===== config.mk =====
export PLATFORM = sky130hd
export DESIGN_NAME = hpcf_mul
export DESIGN_NICKNAME = d
export VERILOG_FILES = /design/src/rtl/hpcf_pkg.sv /design/src/rtl/hpcf_mul.sv
export SDC_FILE = /design/constraint.sdc
export NUM_CORES = 2
export LEC_CHECK = 0
export BUFFER_PORTS_ARGS = -buffer_cell sky130_fd_sc_hd__buf_2
export CORE_MARGIN = 5
export CORE_UTILIZATION = 50
export CTS_CLUSTER_SIZE = 10
export DETAILED_ROUTE_END_ITERATION = 8
export PLACE_DENSITY = 0.67
export SYNTH_ARGS = -nofsm -noshare
export SYNTH_HDL_FRONTEND = slang
export SYNTH_SLANG_ARGS = --single-unit

===== constraint.sdc =====
create_clock -name clk -period 16.5 [get_ports clk]
set_clock_uncertainty 0.2 [all_clocks]
set_input_delay 0.825 -clock clk [delete_from_list [all_inputs] [get_ports clk]]
set_output_delay 0.825 -clock clk [all_outputs]
set_load 0.005 [all_outputs]

===== src/rtl/hpcf_pkg.sv =====
// ----------------------------------------------------------------------------
// hpcf_pkg: shared types and constants for the haptic coupling force block
// Widths of the internal datapath, unit op codes and register indexes.
// ----------------------------------------------------------------------------
package hpcf_pkg;

  // datapath widths
  localparam int MAG_W    = 64;   // signed intermediates and force magnitudes
  localparam int ACC_W    = 96;   // 64 x 32 product accumulator
  localparam int MUL_W    = 32;   // shared multiplier operand width
  localparam int REG_W    = 31;   // stiffness, damping, force limit
  localparam int TICK_W   = 20;   // tick rate register
  localparam int OBJ_W    = 16;   // object id
  localparam int FORCE_W  = 32;   // force output

  // divide / square root unit: one result bit per cycle
  localparam int DS_ITERS = 32;
  localparam int DS_CNT_W = 5;

  // saturation magnitude of velocity and force terms: 2^62 - 1
  localparam logic [MAG_W-1:0] SAT_MAG = 64'h3FFF_FFFF_FFFF_FFFF;

  // divide / square root op codes
  localparam logic OP_DIV  = 1'b0;
  localparam logic OP_SQRT = 1'b1;

  // configuration register indexes
  localparam logic [1:0] REG_STIFFNESS  = 2'd0;
  localparam logic [1:0] REG_DAMPING    = 2'd1;
  localparam logic [1:0] REG_FORCE_LIM  = 2'd2;
  localparam logic [1:0] REG_TICK_RATE  = 2'd3;

  // command from the sequencer to the divide / square root unit
  typedef struct packed {
    logic start;
    logic op;
  } ds_ctrl_t;

endpackage


===== src/rtl/hpcf_mul.sv =====
// ----------------------------------------------------------------------------
// hpcf_mul: shared 32 x 32 unsigned multiplier
// Product is registered; it is valid in the cycle after the operands.
// ----------------------------------------------------------------------------
module hpcf_mul (
  input  logic                             clk,
  input  logic [hpcf_pkg::MUL_W-1:0]       mul_a,
  input  logic [hpcf_pkg::MUL_W-1:0]       mul_b,
  output logic [2*hpcf_pkg::MUL_W-1:0]     mul_p
);
  import hpcf_pkg::*;

  logic [2*MUL_W-1:0] p_r;

  // registered product
  always_ff @(posedge clk) begin
    p_r <= {{MUL_W{1'b0}}, mul_a} * {{MUL_W{1'b0}}, mul_b};
  end

  assign mul_p = p_r;

endmodule


# After elaboration in Yosys (flattened, before gate mapping)
# Cells that the tools add are included.
# word_totals
in_bits	65
wordCells	2
ff_bits	64
romBits	0
out_inout_bits	64
latch_bits	0
ram_bits	0
mem_count	0
# op_classes
reduce_logical	0
n_mux	0
n_div	0
magnitude_cmp	0
bitwise	0
addsub	0
eq_ne	0
mul	1
n_shift	0
# op_table
op	n
32-bit by 32-bit multiplier with 64-bit output	1

# Longest topological paths before layout
# depth
word_depth	1
mapped_depth	29
mapped_depth_nobuf	27

# Least setup slack after synthesis
# OpenSTA, ideal clock, no wires.
# synth_timing
path_type	input -> register
startpoint	input port mul_a[25] in the netlist's numbering
endpoint	register p_r[62] (netlist: mul_p[62])
n_path_buf	2
slack_ns	8.722
required_ns	16.228
t_arrival_ns	7.506
stages	25
setup_time_ns	0.072
cell_sequence	clkbuf_1 nand2_1 fa_1 inv_1 fa_1 inv_1 fa_1 inv_1 fa_1 fa_1 fa_1 fa_1 inv_1 fa_1 inv_1 ha_1 buf_2 nand4_1 or4_1 or3_1 a31oi_1 a31o_2 a211oi_1 o21ai_1 xor2_1
# synth_between
elab_chain_len	1
# synth_lines
element	line	text
start, declared	hpcf_mul.sv:7	input logic [hpcf_pkg::MUL_W-1:0] mul_a,
32-bit by 32-bit multiplier with 64-bit output	hpcf_mul.sv:17	p_r <= {{MUL_W{1'b0}}, mul_a} * {{MUL_W{1'b0}}, mul_b};
end signal, assigned	hpcf_mul.sv:17	
end, declared	hpcf_mul.sv:13	logic [2*MUL_W-1:0] p_r;
# Every way passes these cells.

# Final worst setup path
# layout_timing
startpoint	input port mul_b[8] in the netlist's numbering
endpoint	register p_r[62] (netlist: mul_p[62])
# layout_between
elab_chain_len	1
# layout_lines
element	line	text
start, declared	hpcf_mul.sv:8	input logic [hpcf_pkg::MUL_W-1:0] mul_b,
32-bit by 32-bit multiplier with 64-bit output	hpcf_mul.sv:17	
# Every way passes these cells.

==> metrics.txt <==
status=complete, no violations; max-slew violations=0; HP Class=in -> reg; H-tree levels=3; WL/cell=slightly below 20 um; most frequent cells in the layout=896 x fa_1, 865 x inv_1, 602 x and2_1; yosys warns=0; Max clock buf depth=2; global-route wire length before repair=~150000 um; Synth Cell Area=~0.035 sq mm; Via-to-Cell Ratio=roughly 5.4; Tot GR Track Use=25.2%; predominant post-synthesis flop cell=dfxtp_1; Antenna Nets Post-Route=0; initial antenna violation count=2; # setup viols final=0; CP Capture Point=mul_p[62]; grt peak-use layer=met2; Post-Layout Cell Count=~4600; die area=0.0747 sq mm; area delta synth->final=3.77%; final-layout fill cell count=between 6000 and 7000; die height=273 um; # rows=96; Buf/Inv on CP=6; initial drt markers=1479; critical-path cell list=buf_2, nand2_1, fa_1, inv_1, fa_1, inv_1, fa_1, inv_1, fa_1, fa_1, fa_1, fa_1, inv_1, fa_1, inv_1, ha_1, nand4_1, or4_1, or3_1, a31oi_1, a31o_2, a211oi_1, o21ai_1, xor2_1; Critical Path Start=mul_b[8]; Starting Density=50.5%; post-cts repair resize count=0; GR Util met3=2.87%; number of synthesized flops with an enable pin=0; Async SR Flop Fraction=0%; port bufs=approximately 130; Critical Path End Type=flop; drt first pass iters=7; Max stage delay on crit path=~590 ps; Clock Root Buffer=clkbuf_16; DPL Wire Length=~70000 um; Mapped Nets=a little under 5000; worst slew pin tran=between 800 and 900 ps; area post-placement=between 0.03 and 0.04 sq mm; hold_buf cts=0; via count=24800; met1 usage in global routing=31.0%; Unique masters post-synth=57; CTS Buf Count=9; fin worst setup slack=between 7000 and 8000 ps; Die X=~270 um; Final Hold Fails=0; CP dominant cell by count=fa_1; Worst-path clk slew=about 60 ps; WS Path Type=in -> reg; Yosys reg bits=64; final WL=between 90000 and 100000 um; Critical Path Stages=24; syn_area_per_cell=about 9.3 sq um; largest net degree at the start of global routing=33; pre-CTS setup slack=approximately 7600 ps; Tcrit/Tclk final=52.5%; commonest non-fill, non-tap cell in the layout=fa_1; crit path time final=slightly below 9000 ps; post-CTS setup buffer count=0; io pins=approximately 130; routability congestion estimate=~0.91; CTS tree=done; final net count=between 4000 and 5000; final std cell area, no fill=0.0360 sq mm; Crit path max-delay family=adder cells; max reg flops=between 60 and 70; Setup TNS Final=0 ps; Inst Count DP=between 4000 and 5000; CP startpoint kind=primary input; Max-slew headroom=a little over two fifths; vias in the first global route=between 20000 and 30000; critical path arrival=~8700 ps; sequential share of the synthesized area=roughly 3.7%; unrepaired setup endpoints after global routing=false; FMAX=about 0.12 GHz; Cells after Synth=about 3700; maximum fanout along the worst path=32; gr ovfl total=0; Critical Path RT=roughly 17000 ps; DRC=0; met2 Track Usage GR=45.5%; core region area=between 0.06 and 0.07 sq mm; layout cell share with drive strength beyond 1=around 4.5%; max_cap viols=0; clk sink count=between 60 and 70; Slowest cell on crit path=a31oi_1
-- how the worst min path moves through the flow --
stage          startpoint        end  slack [ps]  cells past startpoint
3_3_place_gp    mul_p[23]  mul_p[23]        1000                      1
6_report         mul_b[0]   mul_p[0]         910                      3
5_1_grt          mul_b[0]   mul_p[0]         910                      3
3_5_place_dp    mul_p[26]  mul_p[26]        1010                      1
4_1_cts          mul_b[0]   mul_p[0]         890                      3
2_1_floorplan    mul_b[0]   mul_p[0]         750                      1
-- logic make-up (layout without fill, tap and decap cells) --
group                      after synthesis  after routing  share of synthesized area, %
AOI/OAI and AO/OA                      202            202                          4.15
xor gates and xnor gates                60             60                          1.52
adders and majority gates             1159           1159                          61.2
buffers and inverters                 1085           1013                          11.8
DFF                                     64             64                          3.69
muxes                                    1              1                        0.0289
other                                    0              3                             0
and+or+nand+nor                       1177           1177                          17.6
-- area by class of cell --
type / count / area [sq um] / share of cell area, %
inverter: 865 / 3250 / 9.02
multi-input combinational: 2599 / 29300 / 81.5
sequential: 64 / 1280 / 3.56
timing repair buffer: 132 / 671 / 1.86
antenna: 3 / 7.51 / 0.0209
tap: 931 / 1160 / 3.24
clock inverter: 6 / 67.6 / 0.188
clock buffer: 10 / 229 / 0.636
-- cell usage after synthesis, drive strengths merged, types with 9 or more instances --
cell type	n	share of area [%]
a21o	40	0.87
a21oi	66	0.99
a31oi	12	0.22
and2	602	11
and3	14	0.25
clkbuf	213	2.3
dfxtp	64	3.7
fa	896	52
ha	263	9.5
inv	865	9.4
nand2	480	5.2
nand3	10	0.14
nand4	23	0.41
nor2	20	0.22
o21a	9	0.19
o21ai	26	0.38
o21bai	11	0.25
xnor2	35	0.88
xor2	25	0.63
-- per-layer routing --
| metal | part of all wire (%) | routed length [um] | vias to the layer above |
|---|---|---|---|
| met5 | 0 | 0 | - |
| met4 | 5.0 | 4520 | 0 |
| met3 | 5.3 | 4830 | 251 |
| met2 | 52 | 47300 | 848 |
| met1 | 37 | 33800 | 13000 |
| li1 | - | - | 10700 |
-- through the flow --
stage	hold slack (ps)	utilization, %
floorplan	752	-
global placement	1000	51.9
detailed placement	1010	51.9
CTS	890	52.4
global route	910	52.4
finish	910	52.4
Power is not shown: default switching activity piles up to over one toggle a cycle in this logic, so the estimate is an artifact.
