`config.mk`:
```
export PLATFORM = sky130hd
export DESIGN_NAME = hpcf_divsqrt
export DESIGN_NICKNAME = d
export VERILOG_FILES = /design/src/rtl/hpcf_pkg.sv /design/src/rtl/hpcf_divsqrt.sv
export SDC_FILE = /design/constraint.sdc
export NUM_CORES = 1
export LEC_CHECK = 0
export BUFFER_PORTS_ARGS = -buffer_cell sky130_fd_sc_hd__buf_2
export CAP_MARGIN = 0
export CORE_ASPECT_RATIO = 0.6
export CORE_MARGIN = 3
export CORE_UTILIZATION = 35
export DETAILED_ROUTE_END_ITERATION = 12
export PLACE_DENSITY = 0.63
export SYNTH_ARGS = -nofsm -noshare
export SYNTH_HDL_FRONTEND = slang
export SYNTH_SLANG_ARGS = --single-unit
```
`constraint.sdc`:
```
create_clock -name clk -period 5.6 [get_ports clk]
set_input_delay 1.12 -clock clk [delete_from_list [all_inputs] [get_ports clk]]
set_output_delay 1.12 -clock clk [all_outputs]
set_load 0.005 [all_outputs]
```
`src/rtl/hpcf_pkg.sv`:
```
// ----------------------------------------------------------------------------
// hpcf_pkg: shared types and constants for the haptic coupling force block
// Widths of the internal datapath, unit op codes and register indexes.
// ----------------------------------------------------------------------------
package hpcf_pkg;

  // datapath widths
  localparam int MAG_W    = 64;   // signed intermediates and force magnitudes
  localparam int ACC_W    = 96;   // 64 x 32 product accumulator
  localparam int MUL_W    = 32;   // shared multiplier operand width
  localparam int REG_W    = 31;   // stiffness, damping, force limit
  localparam int TICK_W   = 20;   // tick rate register
  localparam int OBJ_W    = 16;   // object id
  localparam int FORCE_W  = 32;   // force output

  // divide / square root unit: one result bit per cycle
  localparam int DS_ITERS = 32;
  localparam int DS_CNT_W = 5;

  // saturation magnitude of velocity and force terms: 2^62 - 1
  localparam logic [MAG_W-1:0] SAT_MAG = 64'h3FFF_FFFF_FFFF_FFFF;

  // divide / square root op codes
  localparam logic OP_DIV  = 1'b0;
  localparam logic OP_SQRT = 1'b1;

  // configuration register indexes
  localparam logic [1:0] REG_STIFFNESS  = 2'd0;
  localparam logic [1:0] REG_DAMPING    = 2'd1;
  localparam logic [1:0] REG_FORCE_LIM  = 2'd2;
  localparam logic [1:0] REG_TICK_RATE  = 2'd3;

  // command from the sequencer to the divide / square root unit
  typedef struct packed {
    logic start;
    logic op;
  } ds_ctrl_t;

endpackage

```
`src/rtl/hpcf_divsqrt.sv`:
```
// ----------------------------------------------------------------------------
// hpcf_divsqrt: bit-serial integer square root and divider
// Shares one compare/subtract; produces one result bit per cycle.
// Square root: floor(sqrt(a)) of a 64-bit radicand.
// Divide: a / b where the quotient is known to fit in 32 bits.
// ----------------------------------------------------------------------------
module hpcf_divsqrt (
  input  logic                          clk,
  input  logic                          rst_n,
  input  hpcf_pkg::ds_ctrl_t            ctrl,
  input  logic [hpcf_pkg::MAG_W-1:0]    opa,
  input  logic [hpcf_pkg::MUL_W-1:0]    opb,
  output logic                          done,
  output logic [hpcf_pkg::MUL_W-1:0]    result
);
  import hpcf_pkg::*;

  localparam logic [DS_CNT_W-1:0] CNT_LAST = DS_CNT_W'(DS_ITERS - 1);

  logic                busy_r;
  logic                done_r;
  logic                op_r;
  logic [DS_CNT_W-1:0] cnt_r;
  logic [33:0]         rem_r;
  logic [MUL_W-1:0]    quo_r;
  logic [MAG_W-1:0]    src_r;
  logic [MUL_W-1:0]    dvs_r;

  logic [35:0]         cand;
  logic [35:0]         trial;
  logic [35:0]         diff;
  logic                ge;

  // trial subtract for the current bit
  always_comb begin
    if (op_r == OP_SQRT) begin
      cand  = {rem_r, src_r[MAG_W-1 -: 2]};
      trial = {2'b00, quo_r, 2'b01};
    end else begin
      cand  = {3'b000, rem_r[MUL_W-1:0], src_r[MAG_W-1]};
      trial = {4'b0000, dvs_r};
    end
    ge   = (cand >= trial);
    diff = cand - trial;
  end

  // iteration control and data
  always_ff @(posedge clk) begin
    if (!rst_n) begin
      busy_r <= 1'b0;
      done_r <= 1'b0;
    end else begin
      done_r <= busy_r && (cnt_r == CNT_LAST);
      if (ctrl.start) begin
        busy_r <= 1'b1;
        cnt_r  <= '0;
        op_r   <= ctrl.op;
        quo_r  <= '0;
        dvs_r  <= opb;
        if (ctrl.op == OP_SQRT) begin
          rem_r <= '0;
          src_r <= opa;
        end else begin
          rem_r <= {2'b00, opa[MAG_W-1:MUL_W]};
          src_r <= {opa[MUL_W-1:0], {MUL_W{1'b0}}};
        end
      end else if (busy_r) begin
        rem_r <= ge ? diff[33:0] : cand[33:0];
        quo_r <= {quo_r[MUL_W-2:0], ge};
        src_r <= (op_r == OP_SQRT) ? {src_r[MAG_W-3:0], 2'b00} : {src_r[MAG_W-2:0], 1'b0};
        cnt_r <= cnt_r + 1'b1;
        if (cnt_r == CNT_LAST) begin
          busy_r <= 1'b0;
        end
      end
    end
  end

  assign done   = done_r;
  assign result = quo_r;

endmodule

```
* Yosys cells after proc, flatten, opt, wreduce, memory -nomap -nowiden *
Cells that the tools add are included.

storage, ports and cells
  register bits after elaboration = 170
  input bits = 100
  output and inout port bits = 33
  word-level logic and storage cells = 31

cells by class
  add/sub/neg operators = 2
  magnitude comparators = 1
  equality and inequality tests = 1
  mux-type cells = 15
  reductions and logical operators = 4

operator list
  kind                                                            number
  64-bit two-way mux                                              4
  34-bit two-way mux                                              4
  32-bit two-way mux                                              2
  36-bit by 34-bit >= comparator with 1-bit output                1
  36-bit two-way mux                                              1
  34-bit subtractor                                               1
  5-bit by 1-bit adder with 5-bit output (second input constant)  1
  5-bit == test (second input constant)                           1
  5-bit two-way mux                                               1
  2-bit AND reduction                                             2
  1-bit two-way mux                                               3
  2-bit nonzero test                                              1
  1-bit logical AND                                               1

* Logic depth before layout (Yosys ltp) *
Gate-level depths: netlist of the first run.

  depth in word-level cells = 5
  mapped depth = 18
  gate-level depth less buffers = 12

* Worst setup path after synthesis of the first run *
No wires, ideal clock.

  kind = input -> register
  start = input port ctrl[1] in the netlist's numbering
  end = register cnt_r[0] (enable)
  setup time = 0.506 ns
  arrival time = 4.693 ns
  required time = 5.094 ns
  slack = 0.401 ns
  cell stages on the path = 3
  buffers on the path = 2
  cell sequence = clkbuf_1 > clkbuf_1 > o21a_1

between the ends
  word-level cells in the longest chain between the ends = 2

RTL lines
  item                                  line                source
  from (decl)                           hpcf_divsqrt.sv:10  input hpcf_pkg::ds_ctrl_t ctrl,
  2-bit nonzero test (no source line)   n/a
  2-bit AND reduction (no source line)  n/a
  to (signal assigned)                  hpcf_divsqrt.sv:71  cnt_r <= cnt_r + 1'b1;
  to (decl)                             hpcf_divsqrt.sv:23  logic [DS_CNT_W-1:0] cnt_r;

No other way between the ends.
A chain may end at the register's enable or synchronous reset.

* Worst setup path after layout of the first run *
  start = register op_r
  end = register rem_r[4] (data pin)

between the ends
  word-level cells in the longest chain between the ends = 5
  elaborated cells on any way between the ends = 7
  classes of those cells = 1 x add/sub; 1 x order compare; 5 x mux

RTL lines
  item                                                                                          line                                    source
  from (decl)                                                                                   hpcf_divsqrt.sv:22                      logic op_r;
  from (signal assigned)                                                                        hpcf_divsqrt.sv:57                      op_r <= ctrl.op;
  36-bit two-way mux / 34-bit two-way mux (equally long branches)                               hpcf_divsqrt.sv:36                      if (op_r == OP_SQRT) begin
  34-bit subtractor / 36-bit by 34-bit >= comparator with 1-bit output (equally long branches)  hpcf_divsqrt.sv:44, hpcf_divsqrt.sv:43
  34-bit two-way mux (*)                                                                        hpcf_divsqrt.sv:68                      rem_r <= ge ? diff[33:0] : cand[33:0];
  34-bit two-way mux (*)                                                                        hpcf_divsqrt.sv:67                      end else if (busy_r) begin
  34-bit two-way mux (*)                                                                        hpcf_divsqrt.sv:54                      if (ctrl.start) begin
  to (signal assigned)                                                                          hpcf_divsqrt.sv:64                      rem_r <= {2'b00, opa[MAG_W-1:MUL_W]};
  to (signal assigned)                                                                          hpcf_divsqrt.sv:68
  to (decl)                                                                                     hpcf_divsqrt.sv:24                      logic [33:0] rem_r;

Every way passes the cells marked *; elsewhere a longest branch is shown, timed or not. The select of a mux whose other input is x is not followed.

==> impl_metrics.ini, run 1 <==
[sta]
period_share_pct = 74.5
timing_hold_violations_final = 0
fin_skew_ns = 0.0123
worst_pin_slew_ns = 1.02
finalSetupTns_ns = 0
finalSetupViolCount = 0
slew_headroom_pct = 32.2
min_period_ns = 4.17
finalWorstSetupSlack_ns = 1.43
drv_slew = 0
rsz0062_at_grt = no
clock.fmax_mhz = 240

[detailed_routing]
drt_first_pass_iters = 5
wirelength_um = 27700
routed_via_density = 5.29
avgRoutedWirePerCell_um = 19.4
dr_total_vias = 7539
first_iter_violations = 761
drc = 0
antenna_left = 0

[worst_setup_path]
critical_path_required_ns = 5.76
cp-start-kind = flop
r2r-end = rem_r[4]$_DFFE_PP_
reg2reg_from = op_r$_DFFE_PP_
r2r_slack_ns = 1.43
cp-end-kind = flop
worstSetupPathType = flop to flop
cp_max_fo = 41
critPathArrivalTime_ns = 4.33
r2r.worst_path.cells = 14

[floorplan]
ios = 133
start_util_pct = 35.8
die_h_um = 139
num_rows = 48
die_x_um = 228
die_area_mm2 = 0.0317
coreArea_mm2 = 0.0289

[yosys]
syn_avg_cell_area_um2 = 11.4
ys_top_cells_by_area = edfxtp_1 49%, mux2i_1 12%, ha_1 4.4%
synth_top_cell_by_area = edfxtp_1
yosysUniqueCellTypes = 66
synthFlopType = edfxtp_1
synth_edf_count = 168
synth_area_mm2 = 0.0103
synth_top_area_share_pct = 48.8
synth-seq-area-share_pct = 49.2
synthCells = 907
synth-seq-cells = 170
syn_nets = 1044
async_flop_share_pct = 0
yosysWarnings = 0

[cells_and_area]
fillerInstances = 2835
final_area_mm2 = 0.0119
drive_gt1_share_pct = 21.7
num-nets-final = 1149
mostFrequentLayoutCells = 168 x edfxtp_1, 131 x buf_2, 125 x mux2i_1
layout_commonest_cell = edfxtp_1
area_growth_pct = 14.8
diodes = 0

[power_and_ir_drop]
powerDensity_mw_per_mm2 = 323
peakVddDrop_mv = 0.229
p_leak_nw = 4.68

[placed_design]
postPlaceCellArea_mm2 = 0.0113
place_congestion = 0.858
post-place-ws_ns = 1.49
numPortBuffers = 132
dp_hpwl_um = 19600

[cts]
h-tree-depth = 4
clk_pin_slew_ns = 0.07
numClockSinks = 170
cts_made_buffers = 17
clkLatencyLatePin_ns = 0.45
cts_resized = 0
postCtsHoldBufs = 0
cts_buffer_depth = 2
root_buffer = clkbuf_16
cts_tree = done
postCtsSetupRepairBufs = 0

[hold_path]
min_to = busy_r$_SDFF_PN0_
min_path_type = flop to flop
hold_start = busy_r$_SDFF_PN0_
hold_depth = 2

[grt]
first_global_vias = 7216
grt_pass1_wl_um = 42600
grt_overflow = 0
grt_usage_pct = 17.3
grt_max_degree = 112
antenna_found_initial = 2

[outcome]
outcome = complete, no violations

[job]
maxCapViolCount = 0
[cell usage after synthesis, types with 11 or more instances]
master / n
a211oi_1: 33
a21o_1: 11
a21oi_1: 70
buf_1: 11
clkbuf_1: 34
edfxtp_1: 168
ha_1: 36
mux2_2: 31
mux2i_1: 125
nand2_1: 75
nor2_1: 24
nor2b_1: 69
o21ai_0: 42
o21ai_1: 30
xnor2_1: 20
xor2_1: 11
[state kept, by name (all words and copies together) (netlist names)]
register and count:
busy_r 1, cnt_r 5, done 1, dvs_r 32, op_r 1, rem_r 34
result 32, src_r 64
[kinds of logic after synthesis]
kind of cell    Yosys count  share of synthesized area, %
fa+ha+maj                37                          4.55
flops                   170                          49.2
mux                     156                          15.5
compound gates          228                          13.7
simple gates            220                          11.1
xor+xnor                 31                          2.63
buf+inv                  65                          3.27
[layer usage]
metal  wire length, um  vias to the layer above  GRT usage [%]  part of all wire (%)
li1                  -                     3628              -                     -
met1             14300                     3678           26.3                    52
met2             11600                      201           24.7                    42
met3              1350                       30           4.19                   4.9
met4               350                        2           4.01                   1.3
met5                 8                        -              0                 0.029
[worst max-delay path: stages (launching register included)]
cell and delay [ns]:
edfxtp_1 0.40, buf_4 0.35, buf_4 0.50, mux2i_1 0.15, ha_1 0.39, nand2b_1 0.11, a211oi_1 0.29, o21ai_1 0.18
a21oi_2 0.19, o21ai_2 0.08, nand3_2 0.10, a31o_2 0.52, buf_12 0.26, mux2i_1 0.24, o21ai_1 0.08
[how the worst max path moves through the flow]
stage	startpoint	to	slack [ns]
final	op_r$_DFFE_PP_	rem_r[4]$_DFFE_PP_	1.43
after global routing	op_r$_DFFE_PP_	rem_r[6]$_DFFE_PP_	1.18
after CTS	op_r$_DFFE_PP_	rem_r[4]$_DFFE_PP_	1.47
after detailed placement	op_r$_DFFE_PP_	rem_r[6]$_DFFE_PP_	1.49
after global placement	op_r$_DFFE_PP_	rem_r[26]$_DFFE_PP_	1.60
after floorplan	ctrl[1]	cnt_r[0]$_SDFFCE_PP0P_	0.40
[report_power, final]
| group | switching [mW] | total, mW | internal [mW] | leakage, nW |
|---|---|---|---|---|
| registers | 0.0558 | 1.60 | 1.54 | 1.63 |
| logic | 0.621 | 1.08 | 0.460 | 2.80 |
| clock network | 0.530 | 1.14 | 0.614 | 0.247 |
| total | 1.21 | 3.82 | 2.62 | 4.68 |
[metrics by stage]
stage	cells	utilization, %	hold WS [ns]	total power [mW]
after floorplan	907	-	0.465	2.44
after global placement	1393	39.2	0.487	2.68
after detailed placement	1393	39.2	0.502	2.70
after CTS	1425	41.0	0.513	3.85
after global routing	1425	41.0	0.538	4.03
final	1425	41.0	0.508	3.82
[final cells by class]
class / count / area (um2) / area share (%)
sequential: 170 / 5080 / 42.9
multi-input combinational: 672 / 4920 / 41.5
timing repair buffer: 142 / 776 / 6.54
tap: 400 / 500 / 4.22
clock buffer: 22 / 444 / 3.75
clock inverter: 10 / 98.8 / 0.834
inverter: 9 / 33.8 / 0.285
Note: power is estimated with default switching activity, not from simulation.
==> run 2, diff against run 1 <==
Settings changed: PLACE_DENSITY 0.63 to 0.65.
Clock period 5.6 ns to 3.41 ns, I/O delays scaled along.
==> run 2 against run 1 <==
Compared with the run above:
- the run now ends with setup timing left
- final cell count increased by 7.1%
- clock power is 75% higher
- worst hold slack worse by 0.10 ns
- power up 87%
- utilization grew 5.4 points
- highest routed layer unchanged
==> impl_metrics.ini, run 2 (synthesis gave the netlist of run 1 again) <==
[cts]
cts_made_buffers = 17
cts_buffer_depth = 2
clkLatencyLatePin_ns = 0.45
clk_pin_slew_ns = 0.07
numClockSinks = 170
cts_tree = done
h-tree-depth = 4
root_buffer = clkbuf_16

[sta]
period_share_pct = 103
finalWorstSetupSlack_ns = -0.0936
clock.fmax_mhz = 285
slew_headroom_pct = 25.0
worst_pin_slew_ns = 1.12
finalSetupViolCount = 33
timing_hold_violations_final = 0
drv_slew = 0
min_period_ns = 3.50
rsz0062_at_grt = yes
fin_skew_ns = 0.00848

[power_and_ir_drop]
powerDensity_mw_per_mm2 = 532
peakVddDrop_mv = 0.385
p_leak_nw = 5.33

[detailed_routing]
routed_via_density = 5.25
avgRoutedWirePerCell_um = 19.9
dr_total_vias = 8013
antenna_left = 0
drc = 0
first_iter_violations = 638
drt_first_pass_iters = 4
wirelength_um = 30400

[cells_and_area]
reg_top3 = src_r: 64 flops, rem_r: 34 flops
final_area_mm2 = 0.0134
top_register = src_r
layout_commonest_cell = edfxtp_1
largest_register_ffs = 64
drive_gt1_share_pct = 35.3
mostFrequentLayoutCells = 168 x edfxtp_1, 131 x buf_2, 109 x mux2i_1
diodes = 0
area_growth_pct = 29.8
fillerInstances = 2656
num-nets-final = 1251
fin_util_pct = 46.4

[floorplan]
die_h_um = 139
start_util_pct = 35.8
ios = 133
die_x_um = 228
coreArea_mm2 = 0.0289
num_rows = 48
die_area_mm2 = 0.0317

[worst_setup_path]
cp-end-kind = flop
critical_path_required_ns = 3.72
cp-start-kind = flop
worstSetupPathType = flop to flop
cp_max_fo = 8
critPathArrivalTime_ns = 3.82

[placed_design]
dp_hpwl_um = 21000
numPortBuffers = 132
postPlaceCellArea_mm2 = 0.0119
place_congestion = 0.860

[grt]
grt_max_degree = 96
grt_util_met2_pct = 27.4
first_global_vias = 7945
antenna_found_initial = 4
met3_usage_pct = 5.01
grt_pass1_wl_um = 46600
use_met1_pct = 28.4
grt.busiest_layer = met1
grt_overflow = 0
grt_usage_pct = 18.9

[hold_path]
min_path_type = primary input to flop

[outcome]
outcome = finished with violations
violations = setup timing

[job]
maxCapViolCount = 0
## run 2: critical path, cell delays in order, from the launching register on
cell and delay, ns:
edfxtp_1 0.40, buf_6 0.15, buf_12 0.14, buf_12 0.14, buf_4 0.14, mux2i_4 0.22, ha_4 0.25, a21o_1 0.20
a21oi_2 0.15, nand4_1 0.17, buf_4 0.20, a31oi_4 0.21, o311ai_2 0.13, buf_4 0.18, a21oi_4 0.18, o21bai_2 0.11
a211o_1 0.30, nand3_1 0.06
## run 2: worst paths after layout
path	start	to	slack (ns)	cells after the start
setup / recovery	op_r$_DFFE_PP_	rem_r[33]$_SDFFCE_PP0P_	-0.09	17
setup reg to reg	op_r$_DFFE_PP_	rem_r[33]$_SDFFCE_PP0P_	-0.09	17
hold reg to reg	busy_r$_SDFF_PN0_	busy_r$_SDFF_PN0_	0.52	2
hold / removal	opb[13]	dvs_r[13]$_DFFE_PP_	0.41	1
## run 2: routing by layer
layer	part of all wire (%)	wire length, um
met5	0.14	43
met4	0.71	216
met3	5.6	1690
met2	44	13300
met1	50	15200
## run 2: through the flow
stage | total power [mW] | hold slack (ns) | setup TNS (ns) | instances | setup WS [ns]
after floorplan | 4.02 | 0.465 | 0 | 907 | 0.0141
after global placement | 4.68 | 0.487 | -3.22 | 1471 | -0.335
after detailed placement | 4.72 | 0.514 | -3.98 | 1471 | -0.402
after CTS | 6.98 | 0.382 | -0.746 | 1519 | -0.0677
after global routing | 7.47 | 0.380 | -4.04 | 1526 | -0.174
final | 7.13 | 0.406 | -1.22 | 1526 | -0.0936
## run 2: power by group
part	internal (mW)	switching, mW
registers	2.53	0.100
logic	1.22	1.28
clock network	1.14	0.855
## run 2: timing repair
item	in CTS	in global routing
buffers inserted	12	12
pin swaps	9	31
gates resized for setup	72	63
hold buffers	0	0
setup endpoints to repair	34	35
gates cloned	5	0
## run 2: layout make-up
cell class / instances / area [um2] / share of cell area [%]
multi-input cells: 672 / 5500 / 41.0
flip-flops and latches: 170 / 5080 / 37.9
repair buffers: 244 / 1710 / 12.8
well taps: 400 / 500 / 3.73
clock buffers: 17 / 425 / 3.17
clock inverters: 14 / 155 / 1.16
inverters: 9 / 33.8 / 0.252
